### src/bbca_pkg.sv
package bbca_pkg;

  // Fixed field widths of the pixel and result channels.
  localparam int PIX_W      = 8;
  localparam int FRAC_W     = 8;
  localparam int MEAN_W     = 16;
  localparam int ROW_W      = 10;
  localparam int HEIGHT_MAX = 1024;

  // Configuration port.
  localparam int CFG_IDX_W  = 2;
  localparam int CFG_DATA_W = 11;
  localparam int RADIUS_W   = 4;

  localparam logic [CFG_IDX_W-1:0] REG_RADIUS = 2'd0;
  localparam logic [CFG_IDX_W-1:0] REG_WIDTH  = 2'd1;
  localparam logic [CFG_IDX_W-1:0] REG_HEIGHT = 2'd2;

  localparam logic [RADIUS_W-1:0]   RADIUS_RST = 4'd1;
  localparam logic [CFG_DATA_W-1:0] WIDTH_RST  = 11'd640;
  localparam logic [CFG_DATA_W-1:0] HEIGHT_RST = 11'd480;

  // Request operations.
  localparam logic OP_PIXEL = 1'b0;
  localparam logic OP_DRAIN = 1'b1;

  // Control from the sequencer to every channel lane.
  typedef struct packed {
    logic clear;
    logic acc;
    logic start;
  } lane_ctl_t;

endpackage

### src/bbca_lane.sv
module bbca_lane #(
  parameter int SUM_W = 18,
  parameter int CNT_W = 10
) (
  input  logic                            clk,
  input  logic                            rst_n,
  input  bbca_pkg::lane_ctl_t             ctl,
  input  logic [bbca_pkg::PIX_W-1:0]      pix,
  input  logic [CNT_W-1:0]                count,
  output logic [bbca_pkg::MEAN_W-1:0]     mean,
  output logic                            busy
);

  localparam int DIV_W  = SUM_W + bbca_pkg::FRAC_W;
  localparam int STEP_W = $clog2(DIV_W + 1);

  logic [SUM_W-1:0]  sum_r;
  logic [DIV_W-1:0]  quo_r;
  logic [CNT_W-1:0]  rem_r;
  logic [STEP_W-1:0] step_r;
  logic [CNT_W:0]    rem_sh;
  logic [CNT_W:0]    rem_dif;
  logic              fits;

  // One restoring division step: shift in the next dividend bit and try the divisor.
  always_comb begin
    rem_sh  = {rem_r, quo_r[DIV_W-1]};
    fits    = rem_sh >= {1'b0, count};
    rem_dif = rem_sh - {1'b0, count};
  end

  // Window sum of this channel.
  always_ff @(posedge clk) begin
    if (ctl.clear) begin
      sum_r <= '0;
    end else if (ctl.acc) begin
      sum_r <= sum_r + SUM_W'(pix);
    end
  end

  // Division of the scaled sum by the pixel count, one quotient bit a cycle.
  always_ff @(posedge clk) begin
    if (!rst_n) begin
      step_r <= '0;
    end else if (ctl.start) begin
      step_r <= STEP_W'(DIV_W);
    end else if (step_r != '0) begin
      step_r <= step_r - 1'b1;
    end
  end

  always_ff @(posedge clk) begin
    if (ctl.start) begin
      quo_r <= {sum_r, {bbca_pkg::FRAC_W{1'b0}}};
      rem_r <= '0;
    end else if (step_r != '0) begin
      rem_r <= fits ? rem_dif[CNT_W-1:0] : rem_sh[CNT_W-1:0];
      quo_r <= {quo_r[DIV_W-2:0], fits};
    end
  end

  assign mean = quo_r[bbca_pkg::MEAN_W-1:0];
  assign busy = step_r != '0;

endmodule

### config.mk
export PLATFORM = sky130hd
export DESIGN_NAME = bbca_lane
export DESIGN_NICKNAME = d
export VERILOG_FILES = /design/src/bbca_pkg.sv /design/src/bbca_lane.sv
export SDC_FILE = /design/constraint.sdc
export NUM_CORES = 1
export LEC_CHECK = 0
export BUFFER_PORTS_ARGS = -buffer_cell sky130_fd_sc_hd__buf_2
export CAP_MARGIN = 20
export CORE_ASPECT_RATIO = 0.6
export CORE_MARGIN = 8
export CORE_UTILIZATION = 30
export DETAILED_ROUTE_END_ITERATION = 16
export SYNTH_ARGS = -nofsm -noshare
export SYNTH_HDL_FRONTEND = slang
export SYNTH_SLANG_ARGS = --single-unit
### constraint.sdc
create_clock -name clk -period 2.25 [get_ports clk]
set_clock_uncertainty 0.2 [all_clocks]
set_input_delay 0.225 -clock clk [delete_from_list [all_inputs] [get_ports clk]]
set_output_delay 0.225 -clock clk [all_outputs]
set_load 0.05 [all_outputs]
# Word level (Yosys, flattened, before mapping)
# Cells that the tools add are included.
op_classes:
  order_cmp: 1
  n_mux: 5
  reduce_logical: 3
  bitwise: 1
  n_addsub: 3
ops:
  columns: ["op", "count"]
  rows:
  - ["26-bit 2-to-1 mux", 2]
  - ["18-bit by 8-bit adder with 18-bit output", 1]
  - ["11-bit by 10-bit >= comparator with 1-bit output", 1]
  - ["10-bit 2-to-1 mux", 1]
  - ["5-bit 2-to-1 mux", 2]
  - ["10-bit subtractor", 1]
  - ["5-bit nonzero test", 1]
  - ["5-bit by 1-bit subtractor with 5-bit output, second input constant", 1]
  - ["2-bit nonzero test", 1]
  - ["2-bit OR reduction", 1]
  - ["1-bit NOT", 1]
totals:
  word_cells: 19
  ff_bits: 59
  out_inout_bits: 17

# Logic depth before layout (Yosys ltp)
# Gate-level depths: netlist of run 1.
depth:
  word_depth: 3
  mapped_depth: 10
  mapped_depth_nobuf: 10

# Worst setup path before layout of run 1
# Ideal clock, no wire load.
synth_path:
  kind: "reg-to-reg"
  start: "reg rem_r[5]"
  end: "reg rem_r[1]"
  setup_ns: 0.086
  slack_ns: -0.077
  t_required_ns: 1.964
  arrival_ns: 2.041
  stages_incl_launch_ff: 9
  cell_sequence: "dfxtp_1 -> ha_1 -> a21o_1 -> or3_1 -> o211a_1 -> or2_0 -> buf_6 -> mux2i_1 -> a211oi_1"
synth_via:
  elab_chain_cells: 2
synth_rtl:
  columns: ["element", "line_no", "source"]
  rows:
  - ["from (decl)", "bbca_lane.sv:19", "logic [CNT_W-1:0] rem_r;"]
  - ["from (signal assigned)", "bbca_lane.sv:57", "rem_r <= fits ? rem_dif[CNT_W-1:0] : rem_sh[CNT_W-1:0];"]
  - ["11-bit by 10-bit >= comparator with 1-bit output", "bbca_lane.sv:28", "fits = rem_sh >= {1'b0, count};"]
  - ["10-bit 2-to-1 mux", "bbca_lane.sv:57", null]
# No other way between the ends.
# A chain may end at the register's enable or synchronous reset.

# Final worst setup path of run 1
# Ends and elaborated chain as after synthesis.

==> results of run 1 <==
[metal layers]
layer	global-route usage	share of wire	routed length (um)	vias up
met5	0	0.0014	12	-
met4	0.0427	0.012	100	2
met3	0.0319	0.047	406	8
met2	0.166	0.41	3540	50
met1	0.157	0.52	4490	1396
li1	-	-	-	1534
[area by class of cell]
type,count,area (um2),area share
timing repair buffer,80,532,0.121
multi-input combinational,293,1970,0.449
tap,144,180,0.0410
clock buffer,15,258,0.0587
sequential,59,1360,0.311
inverter,22,85.1,0.0194
[repair_timing]
item                                    CTS  global route
setup buffers                             3             2
endpoints found under the hold margin     4             0
gates resized for setup                  20            24
hold buffers                              1             0
cloned                                    1             0
pin swaps                                11             9
endpoints found under the setup margin   10            22
[flip-flops by register name, indices dropped and copies added, names as in the netlist]
signal,cells
sum_r,18
step_r,5
rem_r,10
quo_r,26
[cells by family after synthesis]
family                   synth area share
AO/OA/AOI/OAI                       0.171
buffers and inverters              0.0800
multiplexers                       0.0234
XOR/XNOR                           0.0383
adder cells (fa/ha/maj)            0.0811
flip-flops                          0.397
AND/OR/NAND/NOR                     0.209
[synthesized netlist by cell type, types with 2 or more instances]
library cell  instances
o21bai_1              3
nor2_1               35
nand2_1              63
dfxtp_1              41
nor3b_1               3
nor2b_1               4
a21o_1                8
fa_1                  2
nor4b_1               2
ha_1                 19
a21oi_1              25
o21ai_0              29
edfxtp_1             18
buf_1                 4
nand3_1              10
a31oi_1               2
or3_1                11
xnor2_1              10
xor2_1                5
and3_1                4
buf_4                16
clkbuf_1             12
nand2b_1              2
nand4_1               6
mux2i_1               8
nor3_1                9
a211oi_1             13
o21a_1                4
inv_1                21
nor4_1                2
[tightest hold or removal path: stages]
cell and delay [ns]:
buf_2 0.08, ha_1 0.12, mux2i_1 0.07, nor2_1 0.07
[final timing paths]
| path | start | endpoint | slack (ns) | cells past startpoint |
|---|---|---|---|---|
| worst max-delay path | rem_r[5]$_SDFFE_PP0N_ | rem_r[1]$_SDFFE_PP0N_ | -0.09 | 8 |
| worst min-delay path | pix[0] | sum_r[0]$_SDFFE_PP0P_ | 0.09 | 4 |
| worst max register to register | rem_r[5]$_SDFFE_PP0N_ | rem_r[1]$_SDFFE_PP0N_ | -0.09 | 8 |
| worst min register to register | quo_r[4]$_SDFFE_PP0N_ | quo_r[4]$_SDFFE_PP0N_ | 0.27 | 2 |
[metrics by stage]
| stage | total power [mW] | setup TNS (ns) | setup slack (ns) | area [um2] | hold WS (ns) |
|---|---|---|---|---|---|
| after floorplan | 2.66 | 0 | 0.00261 | 3440 | 0.143 |
| after global placement | 3.17 | -0.770 | -0.124 | 3900 | 0.250 |
| after detailed placement | 3.20 | -1.19 | -0.213 | 3900 | 0.265 |
| after CTS | 4.58 | -0.352 | -0.0955 | 4280 | 0.0741 |
| after global routing | 5.01 | -1.13 | -0.158 | 4390 | 0.118 |
| final | 4.72 | -0.292 | -0.0943 | 4390 | 0.0854 |
[power by group through the flow]
stage	Combinational (mW)	Sequential, mW	Clock [mW]
after floorplan	1.26	1.39	0
after global placement	1.73	1.43	0
after detailed placement	1.77	1.44	0
after CTS	1.94	1.42	1.22
after global routing	2.30	1.44	1.26
final	2.11	1.43	1.18
==> flow_metrics.tcl, run 1 <==
set metrics [dict create \
    outcome "finished with violations" \
    violations "setup timing" \
    critPathSlowestCell "dfxtp_2" \
    place_hpwl_mm 6.32 \
    min_period_over_period 1.04 \
    rsz0062_at_grt "yes" \
    drc 0 \
    die_area_um2 15200 \
    fin_ws_ns -0.0943 \
    synth-edff-count 18 \
    setup_viol 7 \
    path_delay_family "compound AO/OA/AOI/OAI gates" \
    synth_top_cell_by_area "dfxtp_1" \
    final_common_cell "nand2_1" \
    routed_wl_mm 8.55 \
    maxCapViolCount 0 \
    layout_min_cycle_time_ns 2.34 \
    yosys_warnings 0 \
    antenna_found_initial 1 \
    p_int_mw 3.03 \
    end_kind "flop" \
    yosysSeqAreaShare 0.397 \
    synth_ff_type "dfxtp_1" \
    power.leakage_nw 1.90 \
    final_cell_mix "nand2_1, dfxtp_1, buf_2, buf_4, nor2_1" \
    hold_viol_final 0 \
    grt_use_total 0.114 \
    clkPwrFrac 0.251 \
    drtIter0Drc 187 \
    row_count 30 \
    ant_nets 0 \
    cts_max_level 3 \
    max-vdd-ir-drop_mv 0.387 \
    crit_buf_inv 1 \
    syn-num-nets 451 \
    slowest_delay_ns 0.34 \
    min_path_type "primary input to flop" \
    die_h_um 98.8 \
    synth_cells 407 \
    pwr_density_cell_nw_per_um2 1070 \
    vias_per_cell 4.88 \
    power_frac_seq 0.302 \
    timing.slew.headroom 0.486 \
    async_reset_ff_frac 0 \
    max_freq_mhz 427 \
    critPathMaxFanout 5 \
    firstDrtPassIters 4 \
    synth_area_leaders "dfxtp_1, edfxtp_1, ha_1" \
    cp-start-kind "flop" \
    grt_pass1_wl_mm 14.2 \
    vias 2990 \
    io-pin-count 40 \
    gp_congestion 0.853 \
    synth_area_per_cell_um2 8.42 \
    portBuffers 39 \
    num-fill-cells 1136 \
    cts.root.buffer_cell "clkbuf_16" \
    p_sw_frac 0.358 \
    grt_max_degree 60 \
    ys_ff_latch 59 \
    drive_gt1_frac 0.258 \
    insertion_delay_ns 0.32 \
    detail_route.wl_per_cell_um 13.9 \
    cp.required_ns 2.29 \
    cts_tree "built" \
    instances_no_fill 613 \
    area_growth_pct 28.1 \
    drv_slew 0 \
    tightest_slew_ns 0.771 \
    synth_top_area_share 0.240 \
    synth.distinct_cells 46 \
    arrival_ns 2.38 \
    die_x_um 154 \
    critPathKind "flop to flop" \
    grt_pass1_vias 2949 \
    syn_area_um2 3430 \
    initial_core_util 0.305 \
    clock-sinks 59 \
    crit_chain "ha_4 -> a21o_1 -> or3_4 -> o211a_1 -> or2_1 -> buf_6 -> mux2i_2 -> a211oi_2" \
    placedCellCount 592 \
    cts_buffers 9 \
    fin_util 0.391 \
    core-area_um2 11200 \
    clock_path_buffers 2 \
    diodes 0 \
    clkTransAtPathRegs_ns 0.05 \
    netSwitchingPower_mw 1.69 \
    p_comb_frac 0.447 \
    nets 509 \
    overflow 0 \
]
(Power assumes the default switching activity.)
==> run 2: changes to the inputs <==
- HOLD_SLACK_MARGIN: not set -> 0.12
==> flow_metrics.tcl, run 2 (synthesis results as in run 1) <==
set metrics [dict create \
    outcome "finished with violations" \
    violations "setup timing" \
    die_area_um2 15200 \
    clock_path_buffers 2 \
    die_x_um 154 \
    largest-register "quo_r" \
    portBuffers 39 \
    layout_min_cycle_time_ns 2.34 \
    drtIter0Drc 171 \
    power.total_mw 4.72 \
    hold_viol_final 0 \
    critPathMaxFanout 5 \
    cts_max_level 3 \
    slowest_delay_ns 0.34 \
    whs_ns 0.170 \
    gp_congestion 0.853 \
    antenna_found_initial 1 \
    pwr_density_cell_nw_per_um2 1070 \
    fin_ws_ns -0.0945 \
    final_cell_mix "nand2_1, dfxtp_1, buf_2, buf_4, nor2_1" \
    nets 512 \
    row_count 30 \
    instances_no_fill 616 \
    grt_pass1_wl_mm 14.2 \
    grt_use_total 0.115 \
    end_kind "flop" \
    rsz0062_at_grt "yes" \
    final_common_cell "nand2_1" \
    min_path_type "primary input to flop" \
    core-area_um2 11200 \
    critPathSlowestCell "dfxtp_2" \
    cts_tree "built" \
    drv_slew 0 \
    clock-sinks 59 \
    tns_ns -0.291 \
    seq_area_um2 1360 \
    p_int_mw 3.03 \
    largest_reg_flops 26 \
    crit_buf_inv 1 \
    cp-start-kind "flop" \
    drc 0 \
    cts.root.buffer_cell "clkbuf_16" \
    cts_buffers 9 \
    detail_route.wl_per_cell_um 13.9 \
    path_delay_family "compound AO/OA/AOI/OAI gates" \
    overflow 0 \
    maxCapViolCount 0 \
    tightest_slew_ns 0.769 \
    grt_max_degree 60 \
    arrival_ns 2.38 \
    cp.required_ns 2.29 \
    setup_viol 7 \
    area_growth_pct 29.0 \
    timing.slew.headroom 0.487 \
    top_regs "quo_r (26), sum_r (18), rem_r (10)" \
    max-vdd-ir-drop_mv 0.387 \
    firstDrtPassIters 4 \
    clkTransAtPathRegs_ns 0.05 \
    p_sw_frac 0.357 \
    drive_gt1_frac 0.256 \
    p_comb_frac 0.448 \
    die_h_um 98.8 \
    grt_pass1_vias 2951 \
    max_freq_mhz 427 \
    crit_chain "ha_4 -> a21o_1 -> or3_4 -> o211a_1 -> or2_1 -> buf_6 -> mux2i_2 -> a211oi_2" \
    diodes 0 \
    place_hpwl_mm 6.32 \
    io-pin-count 40 \
    min_period_over_period 1.04 \
    postLayoutCellArea_um2 4420 \
    num-fill-cells 1130 \
    placedCellCount 592 \
    routed_wl_mm 8.56 \
    ant_nets 0 \
    vias_per_cell 4.89 \
    initial_core_util 0.305 \
    power_frac_seq 0.302 \
    clkPwrFrac 0.250 \
    power.leakage_nw 1.91 \
    critPathKind "flop to flop" \
    insertion_delay_ns 0.32 \
    vias 3013 \
    place_area_um2 3900 \
    multi_input_area_um2 1970 \
    netSwitchingPower_mw 1.69 \
]
[run 2: timing repair]
action                     CTS  global route
gates cloned                 1             0
pin swaps                   11             9
buffers inserted             3             2
hold buffers                 4             0
hold endpoints to repair    15             0
resized for setup           20            24
setup endpoints to repair   10            22
[run 2: final cells by class]
| cell class | instances | share of cell area |
|---|---|---|
| inverters | 22 | 0.0192 |
| clock buffers | 15 | 0.0583 |
| multi-input cells | 293 | 0.446 |
| repair buffers | 83 | 0.127 |
| flip-flops and latches | 59 | 0.309 |
| well taps | 144 | 0.0408 |
[run 2: worst reg2reg max path, delay by kind of cell, from the launching register on]
| family | cells | cell delay [ns] |
|---|---|---|
| buffers and inverters | 1 | 0.15 |
| AO/OA/AOI/OAI | 3 | 0.63 |
| AND/OR/NAND/NOR | 2 | 0.57 |
| adder cells (fa/ha/maj) | 1 | 0.20 |
| flip-flops | 1 | 0.34 |
| multiplexers | 1 | 0.16 |
[run 2: path summary, 6_finish.rpt]
kind / startpoint / endpoint / slack [ns] / cells after the start
worst min register to register: quo_r[4]$_SDFFE_PP0N_ / quo_r[4]$_SDFFE_PP0N_ / 0.27 / 2
worst max register to register: rem_r[5]$_SDFFE_PP0N_ / rem_r[1]$_SDFFE_PP0N_ / -0.09 / 8
worst max-delay path: rem_r[5]$_SDFFE_PP0N_ / rem_r[1]$_SDFFE_PP0N_ / -0.09 / 8
worst min-delay path: count[0] / rem_r[0]$_SDFFE_PP0N_ / 0.17 / 4
[run 2: layer usage]
layer,routed length [um],vias up,global-route usage
li1,-,1540,-
met4,100,2,0.0427
met3,476,8,0.0319
met5,12,-,0
met2,3550,56,0.167
met1,4420,1407,0.157
[run 2: power groups by stage]
stage,logic (mW),registers [mW],clock network (mW)
6_report,2.11,1.42,1.18
5_1_grt,2.30,1.44,1.26
2_1_floorplan,1.26,1.39,0
3_5_place_dp,1.77,1.44,0
4_1_cts,1.95,1.42,1.22
3_3_place_gp,1.73,1.43,0
[run 2: per-stage QoR]
step	util	worst slack, ns
CTS	0.384	-0.0955
finish	0.394	-0.0945
global route	0.394	-0.158
floorplan	-	0.00261
detailed placement	0.347	-0.213
global placement	0.347	-0.124
==> run 3: changes to the inputs <==
- CORE_ASPECT_RATIO: 0.6 -> 0.8
==> flow_metrics.tcl, run 3 (synthesis results as in run 1) <==
set metrics [dict create \
    outcome "finished with violations" \
    violations "setup timing" \
    hold_viol_final 0 \
    setup_viol 9 \
    cts_buffers 9 \
    critPathSlowestCell "dfxtp_2" \
    maxCapViolCount 0 \
    startpoint "rem_r[5]$_SDFFE_PP0N_" \
    grt_use_total 0.107 \
    die_x_um 135 \
    cp.required_ns 2.28 \
    initial_core_util 0.302 \
    pwr_density_cell_nw_per_um2 1110 \
    detail_route.wl_per_cell_um 13.1 \
    final_cell_mix "nand2_1, buf_4, buf_2, dfxtp_1, nor2_1" \
    min_period_over_period 1.03 \
    crit_chain "ha_4 -> a21o_1 -> or3_4 -> o211a_1 -> or2_4 -> buf_6 -> mux2i_1 -> a211oi_1" \
    cts_tree "built" \
    insertion_delay_ns 0.32 \
    largest-register "quo_r" \
    fin_ws_ns -0.0726 \
    diodes 0 \
    drc 0 \
    arrival_ns 2.35 \
    vias_per_cell 4.75 \
    final_common_cell "nand2_1" \
    die_area_um2 15100 \
    layout_min_cycle_time_ns 2.32 \
    critPathMaxFanout 5 \
    clock_path_buffers 2 \
    drive_gt1_frac 0.269 \
    io-pin-count 40 \
    min_path_type "primary input to flop" \
    cts.root.buffer_cell "clkbuf_16" \
    ff2ff_path_depth 8 \
    fin_util 0.393 \
    power.leakage_nw 1.95 \
    row_count 35 \
    vias 2964 \
    endpoint "rem_r[8]$_SDFFE_PP0N_" \
    die_h_um 112 \
    cts_max_level 3 \
    ant_nets 0 \
    tightest_slew_ns 0.820 \
    core-area_um2 11300 \
    num-fill-cells 1110 \
    place_area_um2 3940 \
    r2r_setup_slack_ns -0.07 \
    timing.rr.start "rem_r[5]$_SDFFE_PP0N_" \
    reg2reg_to "rem_r[8]$_SDFFE_PP0N_" \
    clkTransAtPathRegs_ns 0.05 \
    area_growth_pct 30.0 \
    drtIter0Drc 171 \
    max-vdd-ir-drop_mv 0.410 \
    place_hpwl_mm 5.98 \
    clock-sinks 59 \
    grt_max_degree 60 \
    end_kind "flop" \
    power.total_mw 4.94 \
    seq_area_um2 1360 \
    overflow 0 \
    top_regs "quo_r (26), sum_r (18), rem_r (10)" \
    timing.slew.headroom 0.453 \
    grt_pass1_wl_mm 13.4 \
    cp-start-kind "flop" \
    routed_wl_mm 8.15 \
    slowest_delay_ns 0.35 \
    rsz0062_at_grt "yes" \
    multi_input_area_um2 1920 \
    portBuffers 39 \
    largest_reg_flops 26 \
    critPathKind "flop to flop" \
    max_freq_mhz 431 \
    antenna_found_initial 0 \
    gp_congestion 0.897 \
    grt_pass1_vias 2850 \
    firstDrtPassIters 4 \
    drv_slew 0 \
    postLayoutCellArea_um2 4460 \
    nets 515 \
]
[run 3: cell types whose count changed in the layout (fill, tap and decap cells not counted), moves of 2 or more]
cell       before  now
ha_2            0    2
ha_4            3    1
clkbuf_1        5    2
o31ai_2         0    2
clkbuf_16       9   11
inv_1          19   21
o31ai_4         2    0
nor2_1         33   35
buf_4          37   40
[run 3: where the power goes]
part	internal, mW	total (mW)	leakage (nW)	switching (mW)
clock network	1.02	1.48	0.164	0.453
logic	0.960	2.04	1.24	1.08
registers	1.29	1.42	0.545	0.133
[run 3: worst min-delay path by stage]
stage,cells after the start,to,startpoint,slack [ns]
after floorplan,1,step_r[1]$_SDFFE_PN0P_,rst_n,0.14
after global placement,2,quo_r[5]$_SDFFE_PP0N_,quo_r[5]$_SDFFE_PP0N_,0.25
after detailed placement,2,quo_r[1]$_SDFFE_PP0N_,quo_r[1]$_SDFFE_PP0N_,0.26
after CTS,4,sum_r[1]$_SDFFE_PP0P_,pix[1],0.15
after global routing,4,sum_r[1]$_SDFFE_PP0P_,pix[1],0.19
final,4,sum_r[1]$_SDFFE_PP0P_,pix[1],0.16
[run 3: area by class of cell]
cell class,instances,share of cell area
inverters,22,0.0185
flip-flops and latches,59,0.306
clock inverters,2,0.00814
multi-input cells,293,0.431
well taps,148,0.0415
clock buffers,14,0.0665
repair buffers,86,0.128
[run 3: what timing repair did]
action | 4_1_cts | 5_1_grt
setup endpoints to repair | 12 | 23
pin swaps | 8 | 11
buffers inserted | 1 | 2
endpoints found under the hold margin | 12 | 0
hold buffers | 4 | 0
resized for setup | 12 | 21
[run 3: per-stage QoR]
step | setup WS [ns] | hold WS, ns | instances | TNS, ns
2_1_floorplan | 0.00261 | 0.143 | 407 | 0
3_3_place_gp | -0.109 | 0.249 | 602 | -0.763
3_5_place_dp | -0.174 | 0.262 | 602 | -0.986
4_1_cts | -0.0635 | 0.155 | 623 | -0.253
5_1_grt | -0.143 | 0.192 | 624 | -1.11
6_report | -0.0726 | 0.163 | 624 | -0.280
[run 3: metal layers]
layer | GRT usage | vias up | wire length, um
met5 | 0 | - | 0
met2 | 0.169 | 46 | 3750
met4 | 0.0310 | 0 | 69
met1 | 0.143 | 1372 | 3960
met3 | 0.0239 | 6 | 367
li1 | - | 1540 | -
[run 3: worst max-delay path, delay by kind of cell (launching register included)]
family	cells	cell delay (ns)
AOI/OAI and AO/OA	3	0.66
and+or+nand+nor	2	0.57
DFF	1	0.35
adders and majority gates	1	0.20
buffers and inverters	1	0.13
muxes	1	0.11
