File: config.mk
export PLATFORM = sky130hd
export DESIGN_NAME = bbca_merge_flat
export DESIGN_NICKNAME = d
export VERILOG_FILES = /design/src/bbca_pkg.sv /design/src/bbca_ifs.sv /design/src/bbca_merge.sv /design/src/flat_wrapper.sv
export SDC_FILE = /design/constraint.sdc
export NUM_CORES = 1
export LEC_CHECK = 0
export ABC_AREA = 1
export BUFFER_PORTS_ARGS = -buffer_cell sky130_fd_sc_hd__buf_2
export CAP_MARGIN = 10
export CORE_AREA = 2 2 63 65
export CTS_CLUSTER_DIAMETER = 80
export CTS_CLUSTER_SIZE = 28
export DETAILED_ROUTE_END_ITERATION = 10
export DIE_AREA = 0 0 65 67
export PLACE_DENSITY = 0.8
export REMOVE_ABC_BUFFERS = 1
export SLEW_MARGIN = 0
export SYNTH_ARGS = -nofsm -noshare
export SYNTH_HDL_FRONTEND = slang
export SYNTH_SLANG_ARGS = --single-unit
File: constraint.sdc
create_clock -name clk -period 0.8 [get_ports clk]
set_input_delay 0.04 -clock clk [delete_from_list [all_inputs] [get_ports clk]]
set_output_delay 0.04 -clock clk [all_outputs]
set_load 0.01 [all_outputs]
File: src/bbca_pkg.sv
package bbca_pkg;

  // Fixed field widths of the pixel and result channels.
  localparam int PIX_W      = 8;
  localparam int FRAC_W     = 8;
  localparam int MEAN_W     = 16;
  localparam int ROW_W      = 10;
  localparam int HEIGHT_MAX = 1024;

  // Configuration port.
  localparam int CFG_IDX_W  = 2;
  localparam int CFG_DATA_W = 11;
  localparam int RADIUS_W   = 4;

  localparam logic [CFG_IDX_W-1:0] REG_RADIUS = 2'd0;
  localparam logic [CFG_IDX_W-1:0] REG_WIDTH  = 2'd1;
  localparam logic [CFG_IDX_W-1:0] REG_HEIGHT = 2'd2;

  localparam logic [RADIUS_W-1:0]   RADIUS_RST = 4'd1;
  localparam logic [CFG_DATA_W-1:0] WIDTH_RST  = 11'd640;
  localparam logic [CFG_DATA_W-1:0] HEIGHT_RST = 11'd480;

  // Request operations.
  localparam logic OP_PIXEL = 1'b0;
  localparam logic OP_DRAIN = 1'b1;

  // Control from the sequencer to every channel lane.
  typedef struct packed {
    logic clear;
    logic acc;
    logic start;
  } lane_ctl_t;

endpackage

File: src/bbca_ifs.sv


interface bbca_out_if;
  logic        valid;
  logic        ready;
  logic [15:0] red_mean;
  logic [15:0] green_mean;
  logic [15:0] blue_mean;
  logic        frame_end;

  modport source (output valid, red_mean, green_mean, blue_mean, frame_end, input ready);
  modport sink   (input valid, red_mean, green_mean, blue_mean, frame_end, output ready);
endinterface

File: src/bbca_merge.sv
module bbca_merge (
  input  logic                        clk,
  input  logic                        rst_n,
  input  logic                        load,
  input  logic [bbca_pkg::MEAN_W-1:0] red_q,
  input  logic [bbca_pkg::MEAN_W-1:0] green_q,
  input  logic [bbca_pkg::MEAN_W-1:0] blue_q,
  input  logic                        last,
  output logic                        free,
  bbca_out_if.source                  out_ch
);

  logic                        valid_r;
  logic [bbca_pkg::MEAN_W-1:0] red_r;
  logic [bbca_pkg::MEAN_W-1:0] green_r;
  logic [bbca_pkg::MEAN_W-1:0] blue_r;
  logic                        last_r;

  // The result register can take a new result when empty or being drained.
  assign free = !valid_r || out_ch.ready;

  always_ff @(posedge clk) begin
    if (!rst_n) begin
      valid_r <= 1'b0;
    end else if (load) begin
      valid_r <= 1'b1;
    end else if (out_ch.ready) begin
      valid_r <= 1'b0;
    end
  end

  // Gather the three channel means into one result.
  always_ff @(posedge clk) begin
    if (load) begin
      red_r   <= red_q;
      green_r <= green_q;
      blue_r  <= blue_q;
      last_r  <= last;
    end
  end

  assign out_ch.valid      = valid_r;
  assign out_ch.red_mean   = red_r;
  assign out_ch.green_mean = green_r;
  assign out_ch.blue_mean  = blue_r;
  assign out_ch.frame_end  = last_r;

endmodule

File: src/flat_wrapper.sv
// flat-port wrapper written by rule: the top's interface ports become plain ports
module bbca_merge_flat 
  (clk, rst_n, load, red_q, green_q, blue_q, last, free, out_ch_valid, out_ch_red_mean, out_ch_green_mean, out_ch_blue_mean, out_ch_frame_end, out_ch_ready);
  bbca_out_if out_ch_i ();
  input  logic clk;
  input  logic rst_n;
  input  logic load;
  input  logic [bbca_pkg::MEAN_W-1:0] red_q;
  input  logic [bbca_pkg::MEAN_W-1:0] green_q;
  input  logic [bbca_pkg::MEAN_W-1:0] blue_q;
  input  logic last;
  output logic free;
  output wire logic [$bits(out_ch_i.valid)-1:0] out_ch_valid;
  output wire logic [$bits(out_ch_i.red_mean)-1:0] out_ch_red_mean;
  output wire logic [$bits(out_ch_i.green_mean)-1:0] out_ch_green_mean;
  output wire logic [$bits(out_ch_i.blue_mean)-1:0] out_ch_blue_mean;
  output wire logic [$bits(out_ch_i.frame_end)-1:0] out_ch_frame_end;
  input wire logic [$bits(out_ch_i.ready)-1:0] out_ch_ready;
  assign out_ch_valid = out_ch_i.valid;
  assign out_ch_red_mean = out_ch_i.red_mean;
  assign out_ch_green_mean = out_ch_i.green_mean;
  assign out_ch_blue_mean = out_ch_i.blue_mean;
  assign out_ch_frame_end = out_ch_i.frame_end;
  assign out_ch_i.ready = out_ch_ready;
  bbca_merge u_core (.clk(clk), .rst_n(rst_n), .load(load), .red_q(red_q), .green_q(green_q), .blue_q(blue_q), .last(last), .free(free), .out_ch(out_ch_i));
endmodule
# ---- Word-level counts from Yosys, hierarchy flattened
# Index checks and enable logic that the tools add are counted.
dict set report totals {
  regBits 50
  input_bits 53
  output_inout_bits 51
}
dict set report op_classes {
  muxes 2
  reduce_logical 3
}
# op count
set ops {}
lappend ops {{$mux 1} 2}
lappend ops {{$reduce_bool 2->1} 1}
lappend ops {{$logic_not 1->1} 1}
lappend ops {{$logic_or 1x1->1} 1}

# ---- Logic depth before layout (Yosys ltp)
# Gate-level depths: netlist of run 1.
dict set report logic_depth {
  depth_word 2
  depth_mapped 3
}

# ---- Worst setup path before layout of run 1
# Ideal clock, no wire load.
dict set report synth_path {
  path_kind {register to register}
  from {register, netlist name u_core.out_ch.valid}
  to {register u_core.valid_r (netlist: u_core.out_ch.valid)}
  setup_ns 0.066
  t_arrival_ns 0.571
  required_time_ns 0.734
  slack_ns 0.163
  path_stages_with_launch 3
  path_buffers 0
  period_less_slack_ns 0.637
  path_cell_list {dfxtp_1 > nand2_2 > a21oi_2}
}
# item line_no
set synth_rtl {}
lappend synth_rtl {{to (signal assigned)} bbca_merge.sv:24} ;# valid_r <= 1'b0;
lappend synth_rtl {{to (signal assigned)} bbca_merge.sv:26} ;# valid_r <= 1'b1;
lappend synth_rtl {{to (signal assigned)} bbca_merge.sv:28} ;# valid_r <= 1'b0;
lappend synth_rtl {{to (decl)} bbca_merge.sv:13} ;# logic valid_r;

# ---- Worst setup path in the final report of run 1
dict set report layout_path {
  from {register u_core.green_r (netlist bit u_core.out_ch.green_mean[1])}
  to {output port out_ch_green_mean[1]}
}
# item line_no
set layout_rtl {}
lappend layout_rtl {{from (decl)} bbca_merge.sv:15} ;# logic [bbca_pkg::MEAN_W-1:0] green_r;
lappend layout_rtl {{from (signal assigned)} bbca_merge.sv:36} ;# green_r <= green_q;
lappend layout_rtl {{to (decl)} flat_wrapper.sv:15} ;# output wire logic [$bits(out_ch_i.green_mean)-1:0] out_ch_green_mean;
# No word-level cell between the ends.

==> results of run 1 <==
-- sequential cells by signal, summed over array words and instances (netlist names) --
| signal | count |
|---|---|
| u_core.out_ch.green_mean | 16 |
| u_core.out_ch.red_mean | 16 |
| u_core.out_ch.valid | 1 |
| u_core.out_ch.frame_end | 1 |
| u_core.out_ch.blue_mean | 16 |
-- layout make-up --
cell class / instances / area [µm²]
Fill cell: 205 / 866
Sequential cell: 50 / 1490
Multi-Input combinational cell: 2 / 15.0
Clock buffer: 5 / 68.8
Tap cell: 48 / 60.1
Clock inverter: 3 / 16.3
Inverter: 3 / 11.3
Timing Repair Buffer: 156 / 1080
-- power groups by stage --
stage / combinational [mW] / clock (mW) / sequential [mW]
global placement: 0.505 / 0 / 3.20
floorplan: 0.0100 / 0 / 3.33
CTS: 0.712 / 1.41 / 3.15
detailed placement: 0.518 / 0 / 3.21
global route: 0.781 / 1.54 / 3.17
finish: 0.735 / 1.40 / 3.16
-- timing repair --
| action | 4_1_cts | 5_1_grt |
|---|---|---|
| hold buffers | 50 | 0 |
| endpoints found under the hold margin | 50 | 0 |
| setup buffers | 0 | 1 |
| endpoints found under the setup margin | 51 | 51 |
| pin swaps | 1 | 1 |
| gates resized for setup | 2 | 1 |
-- cell usage after synthesis --
library cell and count:
sky130_fd_sc_hd__a21oi_2 1, sky130_fd_sc_hd__inv_1 3, sky130_fd_sc_hd__edfxtp_1 49, sky130_fd_sc_hd__nand2_2 1, sky130_fd_sc_hd__dfxtp_1 1
-- logic make-up after synthesis --
| kind of cell | count (synthesis) | share of synthesized area, % |
|---|---|---|
| DFF | 50 | 98.3 |
| buffers and inverters | 3 | 0.742 |
| and+or+nand+nor | 1 | 0.412 |
| AOI/OAI and AO/OA | 1 | 0.577 |
-- how the worst max path moves through the flow --
stage / cells past startpoint / startpoint / slack [ns] / end
2_1_floorplan: 2 / u_core.out_ch.valid / 0.16 / u_core.out_ch.valid
3_3_place_gp: 2 / load / 0.11 / u_core.out_ch.green_mean[10]
3_5_place_dp: 2 / load / 0.09 / u_core.out_ch.red_mean[1]
4_1_cts: 1 / u_core.out_ch.red_mean[10] / -0.1 / out_ch_red_mean[10]
5_1_grt: 1 / u_core.out_ch.green_mean[1] / -0.14 / out_ch_green_mean[1]
6_report: 1 / u_core.out_ch.green_mean[1] / -0.12 / out_ch_green_mean[1]
-- per-stage QoR --
step                      area, µm²  cells
after floorplan                1520     55
after global placement         2130    208
after detailed placement       2130    208
after CTS                      2730    266
after global routing           2740    267
final                          2740    267
-- routing by layer --
layer	global-route usage [%]	vias to the layer above
li1	-	538
met1	20.0	539
met2	41.0	67
met3	7.43	8
met4	9.57	0
met5	0	-
==> impl_metrics.prom, run 1 <==
# TYPE chip_impl_metric gauge
chip_impl_info{name="crit_type",value="flop to output port"} 1
chip_impl_metric{name="p_clk_share",unit="%"} 26.5
chip_impl_metric{name="timing.slew.headroom",unit="%"} 89.9
chip_impl_info{name="violations",value="setup timing"} 1
chip_impl_metric{name="worstPathRequired",unit="ns"} 0.76
chip_impl_metric{name="dr.pass1.iters",unit=""} 4
chip_impl_metric{name="count_of_warnings_emitted_by_yosys",unit=""} 0
chip_impl_metric{name="gr-usage-all-layers",unit="%"} 21.3
chip_impl_metric{name="timing.reg2reg.setup_slack",unit="ns"} 0.09
chip_impl_metric{name="globalplace.congestion",unit=""} 0.636
chip_impl_metric{name="cts-buffers-inserted",unit=""} 5
chip_impl_info{name="worst_r2r_endpoint",value="u_core.out_ch.valid"} 1
chip_impl_metric{name="clk_pin_slew_worst_paths",unit="ns"} 0.09
chip_impl_metric{name="area_growth_syn_to_layout",unit="%"} 80.5
chip_impl_metric{name="fp.coreArea",unit="µm²"} 3610
chip_impl_metric{name="detail-route-antenna-nets",unit=""} 0
chip_impl_metric{name="initial_antenna_violation_count",unit=""} 0
chip_impl_metric{name="detailed_routed_wire_length_on_met3",unit="µm"} 386
chip_impl_metric{name="worstMarginPinSlew",unit="ns"} 0.151
chip_impl_metric{name="cts_num_sinks",unit=""} 50
chip_impl_metric{name="post-route-worst-setup-slack",unit="ns"} -0.120
chip_impl_info{name="mostFrequentLayoutCells",value="sky130_fd_sc_hd__buf_2, sky130_fd_sc_hd__dlygate4sd3_1, sky130_fd_sc_hd__edfxtp_1"} 1
chip_impl_metric{name="fmax",unit="GHz"} 1.09
chip_impl_metric{name="total_power",unit="mW"} 5.30
chip_impl_metric{name="drv.max_cap_violation_count",unit=""} 0
chip_impl_metric{name="wl_met2",unit="µm"} 2480
chip_impl_info{name="layout.cells.most_common",value="sky130_fd_sc_hd__buf_2"} 1
chip_impl_info{name="ys_top_cells_by_area",value="sky130_fd_sc_hd__edfxtp_1, sky130_fd_sc_hd__dfxtp_1, sky130_fd_sc_hd__inv_1"} 1
chip_impl_metric{name="clock_latency",unit="ns"} 0.30
chip_impl_metric{name="r2r.worst_path.cells",unit=""} 3
chip_impl_metric{name="syn-mean-instance-area",unit="µm²"} 27.6
chip_impl_info{name="end_kind",value="output port"} 1
chip_impl_metric{name="detail_route.drc_violations",unit=""} 0
chip_impl_metric{name="io_buffers",unit=""} 103
chip_impl_metric{name="dr.first_iter.drc_count",unit=""} 66
chip_impl_metric{name="timing.setup.tns",unit="ns"} -3.27
chip_impl_metric{name="total_vias_in_the_final_route",unit=""} 1152
chip_impl_metric{name="synth_seq_cells",unit=""} 50
chip_impl_metric{name="die-area",unit="µm²"} 4360
chip_impl_metric{name="dp.final_hpwl",unit="µm"} 2360
chip_impl_metric{name="path_max_fanout",unit=""} 1
chip_impl_metric{name="min_period_over_period",unit="%"} 115
chip_impl_metric{name="syn_inst",unit=""} 55
chip_impl_metric{name="floorplan.initialDensity",unit="%"} 42.1
chip_impl_info{name="path_cells",value="buf_2"} 1
chip_impl_metric{name="finalCriticalPeriod",unit="ns"} 0.920
chip_impl_metric{name="design.portCount",unit=""} 104
chip_impl_metric{name="rows",unit=""} 22
chip_impl_metric{name="slowest_delay",unit="ns"} 0.41
chip_impl_metric{name="share_seq_of_total_power",unit="%"} 59.6
chip_impl_metric{name="timing_hold_violations_final",unit=""} 0
chip_impl_metric{name="worst_hold_slack",unit="ns"} 0.0493
chip_impl_metric{name="detailed_routing_wirelength_on_met1",unit="µm"} 1540
chip_impl_metric{name="combinationalPowerShare",unit="%"} 13.9
chip_impl_metric{name="ir_worst_vdd",unit="mV"} 1.01
chip_impl_info{name="clk_root_buffer_cell",value="sky130_fd_sc_hd__clkbuf_8"} 1
chip_impl_metric{name="final_max_slew_viol_count",unit=""} 0
chip_impl_info{name="worst_setup_path_start_kind",value="flop"} 1
chip_impl_metric{name="count_of_cells_along_the_worst_hold_path",unit=""} 1
chip_impl_metric{name="largest_net_degree_at_the_start_of_global_routing",unit=""} 27
chip_impl_info{name="tritoncts",value="yes"} 1
chip_impl_info{name="worst_hold_path_type",value="input port to flop"} 1
chip_impl_metric{name="antenna-diode-count",unit=""} 0
chip_impl_metric{name="switching_share_of_total_power",unit="%"} 22.5
chip_impl_metric{name="netlist.area_leader.share",unit="%"} 96.9
chip_impl_metric{name="final_layout_size_suffix_gt1_share",unit="%"} 53.0
chip_impl_info{name="min_from",value="load"} 1
chip_impl_info{name="regToRegStartpoint",value="u_core.out_ch.valid"} 1
chip_impl_metric{name="die_width",unit="µm"} 65
chip_impl_metric{name="route.final.wire_length",unit="µm"} 4490
chip_impl_metric{name="finalCoreUtilization",unit="%"} 76.0
chip_impl_metric{name="cp_data_arrival_time",unit="ns"} 0.88
chip_impl_metric{name="drt-vias-per-instance",unit=""} 4.31
chip_impl_info{name="grt_setup_unrepaired",value="true"} 1
chip_impl_info{name="worst_path_max_delay_cell",value="sky130_fd_sc_hd__edfxtp_1"} 1
chip_impl_info{name="top_layer_used",value="met4"} 1
chip_impl_metric{name="fin_nets",unit=""} 271
chip_impl_metric{name="grt-ovfl-total",unit=""} 0
chip_impl_metric{name="average_routed_wire_per_standard_cell",unit="µm"} 16.8
chip_impl_metric{name="net-switching-power",unit="mW"} 1.19
chip_impl_metric{name="ys_seq_area_share",unit="%"} 98.3
chip_impl_info{name="hold-path-endpoint",value="u_core.out_ch.green_mean[0]"} 1
chip_impl_metric{name="final.setup_skew",unit="ns"} 0
chip_impl_metric{name="syn_area",unit="µm²"} 1520
chip_impl_metric{name="global_route_wire_length_before_repair",unit="µm"} 6240
chip_impl_metric{name="yosysUniqueCellTypes",unit=""} 5
chip_impl_metric{name="htree_num_levels",unit=""} 2
chip_impl_metric{name="cts-root-to-sink-buffers",unit=""} 2
chip_impl_metric{name="finalSetupViolations",unit=""} 50
chip_impl_metric{name="power-per-cell-area",unit="nW/µm²"} 1930
chip_impl_metric{name="leakagePower",unit="nW"} 1.19
chip_impl_metric{name="floorplan.die.height",unit="µm"} 67
chip_impl_info{name="path_delay_family",value="flip-flops"} 1
chip_impl_info{name="post-synth-top-area-cell",value="sky130_fd_sc_hd__edfxtp_1"} 1
chip_impl_info{name="outcome",value="finished, violations left"} 1
chip_impl_metric{name="critical_path_buf_inv_count",unit=""} 1
chip_impl_metric{name="via_count_of_the_first_global_routing_pass",unit=""} 1159
chip_impl_metric{name="dp_slack",unit="ns"} 0.0923
chip_impl_metric{name="cell_internal_pwr",unit="mW"} 4.11
(Power assumes the default switching activity.)
==> inputs of run 2 (changes only) <==
--- a/config.mk
+++ b/config.mk
@@ -6,15 +6,19 @@
 export NUM_CORES = 1
 export LEC_CHECK = 0
 export ABC_AREA = 1
+export ABC_CLOCK_PERIOD_IN_PS = 800
 export BUFFER_PORTS_ARGS = -buffer_cell sky130_fd_sc_hd__buf_2
 export CAP_MARGIN = 10
-export CORE_AREA = 2 2 63 65
+export CELL_PAD_IN_SITES_DETAIL_PLACEMENT = 0
+export CELL_PAD_IN_SITES_GLOBAL_PLACEMENT = 1
+export CORE_AREA = 2 2 70 72
 export CTS_CLUSTER_DIAMETER = 80
 export CTS_CLUSTER_SIZE = 28
 export DETAILED_ROUTE_END_ITERATION = 10
-export DIE_AREA = 0 0 65 67
-export PLACE_DENSITY = 0.8
+export DIE_AREA = 0 0 72 74
+export PLACE_DENSITY_LB_ADDON = 0.1
 export REMOVE_ABC_BUFFERS = 1
+export SETUP_SLACK_MARGIN = 0.05
 export SLEW_MARGIN = 0
 export SYNTH_ARGS = -nofsm -noshare
 export SYNTH_HDL_FRONTEND = slang
==> run 2 against run 1 <==
The flow still finishes with violations (setup timing); cell count up 2.2%; design area rose by 1.1%; sequential power barely moved; worst hold slack better by 0.047 ns; via count shrank 2.5%; critical endpoint is now out_ch_red_mean[4]; register-to-register slack hardly changed; global-route usage fell by 7.7 points; core utilization fell by 16 points; first-iteration DRC count is 38% higher; die area increased by 22%; sequential cell count is the same; largest power group unchanged; critical path depth unchanged.
==> impl_metrics.prom, run 2 (synthesis results as in run 1) <==
# TYPE chip_impl_metric gauge
chip_impl_metric{name="area_growth_syn_to_layout",unit="%"} 82.6
chip_impl_metric{name="total_power",unit="mW"} 5.58
chip_impl_metric{name="gr-usage-all-layers",unit="%"} 13.6
chip_impl_metric{name="via_count_of_the_first_global_routing_pass",unit=""} 1149
chip_impl_metric{name="worstPathRequired",unit="ns"} 0.76
chip_impl_metric{name="dp_slack",unit="ns"} 0.112
chip_impl_metric{name="path_max_fanout",unit=""} 1
chip_impl_metric{name="drv.max_cap_violation_count",unit=""} 0
chip_impl_metric{name="ir_worst_vdd",unit="mV"} 1.07
chip_impl_info{name="violations",value="setup timing"} 1
chip_impl_info{name="worst_hold_path_type",value="input port to flop"} 1
chip_impl_metric{name="htree_num_levels",unit=""} 2
chip_impl_metric{name="cts-buffers-inserted",unit=""} 5
chip_impl_metric{name="clk_pin_slew_worst_paths",unit="ns"} 0.08
chip_impl_metric{name="worst_hold_slack",unit="ns"} 0.0967
chip_impl_metric{name="finalInstanceArea",unit="µm²"} 2770
chip_impl_metric{name="largest_net_degree_at_the_start_of_global_routing",unit=""} 26
chip_impl_metric{name="timing.slew.headroom",unit="%"} 90.7
chip_impl_metric{name="die-area",unit="µm²"} 5330
chip_impl_metric{name="stdcell_count",unit=""} 273
chip_impl_metric{name="slowest_delay",unit="ns"} 0.41
chip_impl_metric{name="postPlaceCellArea",unit="µm²"} 2140
chip_impl_info{name="clk_root_buffer_cell",value="sky130_fd_sc_hd__clkbuf_8"} 1
chip_impl_info{name="mostFrequentLayoutCells",value="sky130_fd_sc_hd__buf_2, sky130_fd_sc_hd__dlygate4sd3_1, sky130_fd_sc_hd__edfxtp_1"} 1
chip_impl_metric{name="cp_data_arrival_time",unit="ns"} 0.86
chip_impl_metric{name="cts-root-to-sink-buffers",unit=""} 2
chip_impl_metric{name="finalCriticalPeriod",unit="ns"} 0.900
chip_impl_metric{name="drt-vias-per-instance",unit=""} 4.11
chip_impl_metric{name="global_route_wire_length_before_repair",unit="µm"} 5240
chip_impl_metric{name="final.setup_skew",unit="ns"} 0
chip_impl_metric{name="average_routed_wire_per_standard_cell",unit="µm"} 12.9
chip_impl_metric{name="dp.final_hpwl",unit="µm"} 2310
chip_impl_info{name="worst_path_max_delay_cell",value="sky130_fd_sc_hd__edfxtp_1"} 1
chip_impl_metric{name="io_buffers",unit=""} 103
chip_impl_metric{name="fp.coreArea",unit="µm²"} 4600
chip_impl_metric{name="final_max_slew_viol_count",unit=""} 0
chip_impl_metric{name="finalSetupViolations",unit=""} 50
chip_impl_metric{name="cts_num_sinks",unit=""} 50
chip_impl_metric{name="post-route-worst-setup-slack",unit="ns"} -0.100
chip_impl_info{name="outcome",value="finished, violations left"} 1
chip_impl_info{name="tritoncts",value="yes"} 1
chip_impl_metric{name="grt-ovfl-total",unit=""} 0
chip_impl_metric{name="detail-route-antenna-nets",unit=""} 0
chip_impl_info{name="path_delay_family",value="flip-flops"} 1
chip_impl_metric{name="total_vias_in_the_final_route",unit=""} 1123
chip_impl_metric{name="initial_antenna_violation_count",unit=""} 0
chip_impl_metric{name="dr.first_iter.drc_count",unit=""} 91
chip_impl_metric{name="min_period_over_period",unit="%"} 113
chip_impl_metric{name="clock_latency",unit="ns"} 0.29
chip_impl_info{name="grt_setup_unrepaired",value="true"} 1
chip_impl_metric{name="die_width",unit="µm"} 72
chip_impl_metric{name="worstMarginPinSlew",unit="ns"} 0.140
chip_impl_metric{name="fin_nets",unit=""} 271
chip_impl_metric{name="fillerInstances",unit=""} 375
chip_impl_metric{name="design.portCount",unit=""} 104
chip_impl_metric{name="dr.pass1.iters",unit=""} 4
chip_impl_info{name="end_kind",value="output port"} 1
chip_impl_info{name="worst_setup_path_start_kind",value="flop"} 1
chip_impl_metric{name="rows",unit=""} 25
chip_impl_metric{name="floorplan.initialDensity",unit="%"} 33.0
chip_impl_metric{name="floorplan.die.height",unit="µm"} 74
chip_impl_info{name="layout.cells.most_common",value="sky130_fd_sc_hd__buf_2"} 1
chip_impl_info{name="path_cells",value="buf_2"} 1
chip_impl_metric{name="critical_path_buf_inv_count",unit=""} 1
chip_impl_metric{name="detail_route.drc_violations",unit=""} 0
chip_impl_info{name="crit_type",value="flop to output port"} 1
chip_impl_metric{name="antenna-diode-count",unit=""} 0
chip_impl_metric{name="globalplace.congestion",unit=""} 0.633
chip_impl_metric{name="route.final.wire_length",unit="µm"} 3530
chip_impl_metric{name="leakagePower",unit="nW"} 1.21
chip_impl_metric{name="final_layout_size_suffix_gt1_share",unit="%"} 53.4
chip_impl_metric{name="dp_cells",unit=""} 214
chip_impl_metric{name="power-per-cell-area",unit="nW/µm²"} 2010
chip_impl_metric{name="timing_hold_violations_final",unit=""} 0
chip_impl_metric{name="fmax",unit="GHz"} 1.11
==> run 2: cell count changes in the layout (fill, tap and decap cells not counted), sizes merged <==
cell,delta
clkinvlp,-1
bufinv,+1
==> run 2: power breakdown <==
part	leakage (nW)	switching [mW]	total, mW	internal [mW]
Clock	0.0579	0.795	1.72	0.920
Combinational	0.661	0.303	0.711	0.408
Sequential	0.488	0.0491	3.15	3.10
==> run 2: path summary, 6_finish.rpt <==
kind / depth (start not counted) / slack [ns] / end / start
max: 1 / -0.10 / out_ch_red_mean[4] / u_core.out_ch.red_mean[4]
max reg2reg: 3 / 0.10 / u_core.out_ch.valid / u_core.out_ch.valid
min reg2reg: 3 / 0.57 / u_core.out_ch.valid / u_core.out_ch.valid
min: 5 / 0.1 / u_core.out_ch.valid / out_ch_ready
==> run 2: metal layers <==
| metal | GRT usage (%) | wire length (µm) | up-vias | part of all wire (%) |
|---|---|---|---|---|
| met5 | 0 | 0 | - | 0 |
| li1 | - | - | 538 | - |
| met1 | 15.3 | 1360 | 521 | 38 |
| met3 | 5.01 | 284 | 7 | 8.0 |
| met4 | 5.66 | 58 | 0 | 1.6 |
| met2 | 23.6 | 1830 | 57 | 52 |
==> run 2: through the flow <==
stage | utilization [%] | setup TNS [ns]
4_1_cts | 60.3 | -3.33
6_report | 60.3 | -2.47
3_5_place_dp | 46.6 | 0
3_3_place_gp | 46.6 | 0
5_1_grt | 60.3 | -4.99
2_1_floorplan | - | 0
==> run 2: what timing repair did <==
item,in CTS,in global routing
hold buffers,50,0
pin swaps,1,0
gates resized for setup,3,0
endpoints found under the hold margin,50,0
setup buffers,1,0
setup endpoints to repair,51,51
==> run 2: layout make-up <==
type	count	area [µm²]	area share (%)
flip-flops and latches	50	1490	53.9
multi-input cells	2	15.0	0.542
well taps	54	67.6	2.44
repair buffers	156	1080	38.8
clock inverters	3	40.0	1.44
clock buffers	5	68.8	2.48
inverters	3	11.3	0.406
==> inputs of run 3 (changes only) <==
--- a/config.mk
+++ b/config.mk
@@ -16,6 +16,7 @@
 export CTS_CLUSTER_SIZE = 28
 export DETAILED_ROUTE_END_ITERATION = 10
 export DIE_AREA = 0 0 72 74
+export GPL_TIMING_DRIVEN = 0
 export PLACE_DENSITY_LB_ADDON = 0.1
 export REMOVE_ABC_BUFFERS = 1
 export SETUP_SLACK_MARGIN = 0.05
==> run 3 against run 2 <==
Largest power group unchanged; worst setup slack better by 0.017 ns; design area fell by 0.81%; the flow still finishes with violations (setup timing); via count decreased by 1.1%; critical path depth unchanged; register-to-register slack got worse by 0.13 ns; highest routed layer unchanged; largest cell class unchanged; worst hold slack better by 0.080 ns; routed wire length down 3.1%; critical path type unchanged; count of clock-buffer cells in the layout is 2 higher; die area did not move.
==> impl_metrics.prom, run 3 (synthesis results as in run 1) <==
# TYPE chip_impl_metric gauge
chip_impl_metric{name="die-area",unit="µm²"} 5330
chip_impl_metric{name="die_width",unit="µm"} 72
chip_impl_metric{name="cts-root-to-sink-buffers",unit=""} 2
chip_impl_metric{name="post-route-worst-setup-slack",unit="ns"} -0.0833
chip_impl_metric{name="finalSetupViolations",unit=""} 51
chip_impl_metric{name="global_route_wire_length_before_repair",unit="µm"} 5040
chip_impl_metric{name="cts_num_sinks",unit=""} 50
chip_impl_metric{name="floorplan.die.height",unit="µm"} 74
chip_impl_metric{name="min_period_over_period",unit="%"} 110
chip_impl_metric{name="gr-usage-all-layers",unit="%"} 13.1
chip_impl_info{name="end_kind",value="output port"} 1
chip_impl_metric{name="detail_route.drc_violations",unit=""} 0
chip_impl_metric{name="path_max_fanout",unit=""} 1
chip_impl_metric{name="drt-vias-per-instance",unit=""} 4.08
chip_impl_metric{name="detail-route-antenna-nets",unit=""} 0
chip_impl_metric{name="timing_hold_violations_final",unit=""} 0
chip_impl_metric{name="timing.setup.tns",unit="ns"} -2.18
chip_impl_metric{name="largest_net_degree_at_the_start_of_global_routing",unit=""} 51
chip_impl_info{name="worst_hold_path_type",value="input port to flop"} 1
chip_impl_metric{name="stdcell_count",unit=""} 272
chip_impl_info{name="outcome",value="finished, violations left"} 1
chip_impl_metric{name="route.final.wire_length",unit="µm"} 3430
chip_impl_info{name="tritoncts",value="yes"} 1
chip_impl_metric{name="final.setup_skew",unit="ns"} 0
chip_impl_metric{name="cts-buffers-inserted",unit=""} 5
chip_impl_info{name="clk_root_buffer_cell",value="sky130_fd_sc_hd__clkbuf_8"} 1
chip_impl_metric{name="critical_path_buf_inv_count",unit=""} 1
chip_impl_metric{name="finalCriticalPeriod",unit="ns"} 0.883
chip_impl_metric{name="final_layout_size_suffix_gt1_share",unit="%"} 52.8
chip_impl_metric{name="timing.slew.headroom",unit="%"} 59.6
chip_impl_metric{name="area_growth_syn_to_layout",unit="%"} 81.1
chip_impl_info{name="crit_start",value="u_core.out_ch.blue_mean[6]"} 1
chip_impl_metric{name="slowest_delay",unit="ns"} 0.39
chip_impl_metric{name="drv.max_cap_violation_count",unit=""} 0
chip_impl_metric{name="dp_slack",unit="ns"} -0.483
chip_impl_metric{name="via_count_of_the_first_global_routing_pass",unit=""} 1155
chip_impl_metric{name="dr.first_iter.drc_count",unit=""} 41
chip_impl_info{name="mostFrequentLayoutCells",value="sky130_fd_sc_hd__buf_2, sky130_fd_sc_hd__dlygate4sd3_1, sky130_fd_sc_hd__edfxtp_1"} 1
chip_impl_info{name="crit_type",value="flop to output port"} 1
chip_impl_metric{name="worstPathRequired",unit="ns"} 0.76
chip_impl_metric{name="cp_data_arrival_time",unit="ns"} 0.84
chip_impl_metric{name="globalplace.congestion",unit=""} 0.612
chip_impl_metric{name="fp.coreArea",unit="µm²"} 4600
chip_impl_metric{name="leakagePower",unit="nW"} 1.19
chip_impl_metric{name="total_power",unit="mW"} 5.63
chip_impl_metric{name="fin_nets",unit=""} 270
chip_impl_metric{name="io_buffers",unit=""} 103
chip_impl_info{name="layout.cells.most_common",value="sky130_fd_sc_hd__buf_2"} 1
chip_impl_metric{name="grt-ovfl-total",unit=""} 0
chip_impl_metric{name="total_vias_in_the_final_route",unit=""} 1111
chip_impl_metric{name="worstMarginPinSlew",unit="ns"} 0.606
chip_impl_metric{name="final_max_slew_viol_count",unit=""} 0
chip_impl_metric{name="dp_cells",unit=""} 212
chip_impl_metric{name="dp.final_hpwl",unit="µm"} 2060
chip_impl_metric{name="power-per-cell-area",unit="nW/µm²"} 2050
chip_impl_metric{name="floorplan.initialDensity",unit="%"} 33.0
chip_impl_metric{name="antenna-diode-count",unit=""} 0
chip_impl_info{name="path_delay_family",value="flip-flops"} 1
chip_impl_info{name="min_from",value="out_ch_ready"} 1
chip_impl_metric{name="average_routed_wire_per_standard_cell",unit="µm"} 12.6
chip_impl_info{name="regToRegStartpoint",value="u_core.out_ch.valid"} 1
chip_impl_metric{name="design.portCount",unit=""} 104
chip_impl_metric{name="initial_antenna_violation_count",unit=""} 0
chip_impl_info{name="worst_setup_path_start_kind",value="flop"} 1
chip_impl_metric{name="ir_worst_vdd",unit="mV"} 1.01
chip_impl_info{name="violations",value="setup timing"} 1
chip_impl_info{name="path_cells",value="buf_2"} 1
chip_impl_metric{name="rows",unit=""} 25
chip_impl_metric{name="clock_latency",unit="ns"} 0.29
chip_impl_metric{name="htree_num_levels",unit=""} 2
chip_impl_info{name="worst_path_max_delay_cell",value="sky130_fd_sc_hd__edfxtp_1"} 1
chip_impl_info{name="grt_setup_unrepaired",value="true"} 1
chip_impl_metric{name="clk_pin_slew_worst_paths",unit="ns"} 0.09
chip_impl_metric{name="dr.pass1.iters",unit=""} 4
chip_impl_metric{name="fmax",unit="GHz"} 1.13
-- run 3: changes by cell type in the layout (fill, tap and decap cells not counted), sizes merged --
cell	delta
buf	-1
clkbuf	+2
clkinv	-2
-- run 3: worst paths after layout --
kind              slack, ns             endpoint  cells past startpoint
setup / recovery      -0.08  out_ch_blue_mean[6]                      1
hold reg to reg        0.67  u_core.out_ch.valid                      4
hold / removal         0.18  u_core.out_ch.valid                      6
setup reg to reg      -0.03  u_core.out_ch.valid                      4
-- run 3: what timing repair did --
action	in CTS	in global routing
resized for setup	4	0
endpoints found under the setup margin	101	51
buffers inserted	1	1
hold endpoints to repair	50	0
hold buffers	50	0
pin swaps	1	1
-- run 3: power by group --
| group | internal (mW) | switching, mW |
|---|---|---|
| registers | 3.10 | 0.0462 |
| clock network | 1.02 | 0.772 |
| logic | 0.393 | 0.296 |
-- run 3: per-layer routing --
layer | track usage, % | share of wire (%)
met1 | 13.0 | 35
met2 | 24.1 | 54
met3 | 5.69 | 9.3
met4 | 5.03 | 1.5
met5 | 0 | 0
-- run 3: final cells by class --
cell class	instances	area, µm²
Tap cell	54	67.6
Inverter	3	11.3
Sequential cell	50	1490
Timing Repair Buffer	155	1050
Fill cell	361	1850
Clock buffer	7	86.3
Multi-Input combinational cell	2	15.0
Clock inverter	1	30.0
-- run 3: metrics by stage --
step	hold WS [ns]	util, %	area [µm²]
final	0.176	59.8	2750
after global routing	0.180	59.8	2750
after CTS	0.0783	59.6	2740
after detailed placement	0.218	45.7	2100
after global placement	0.217	45.7	2100
after floorplan	0.139	-	1520
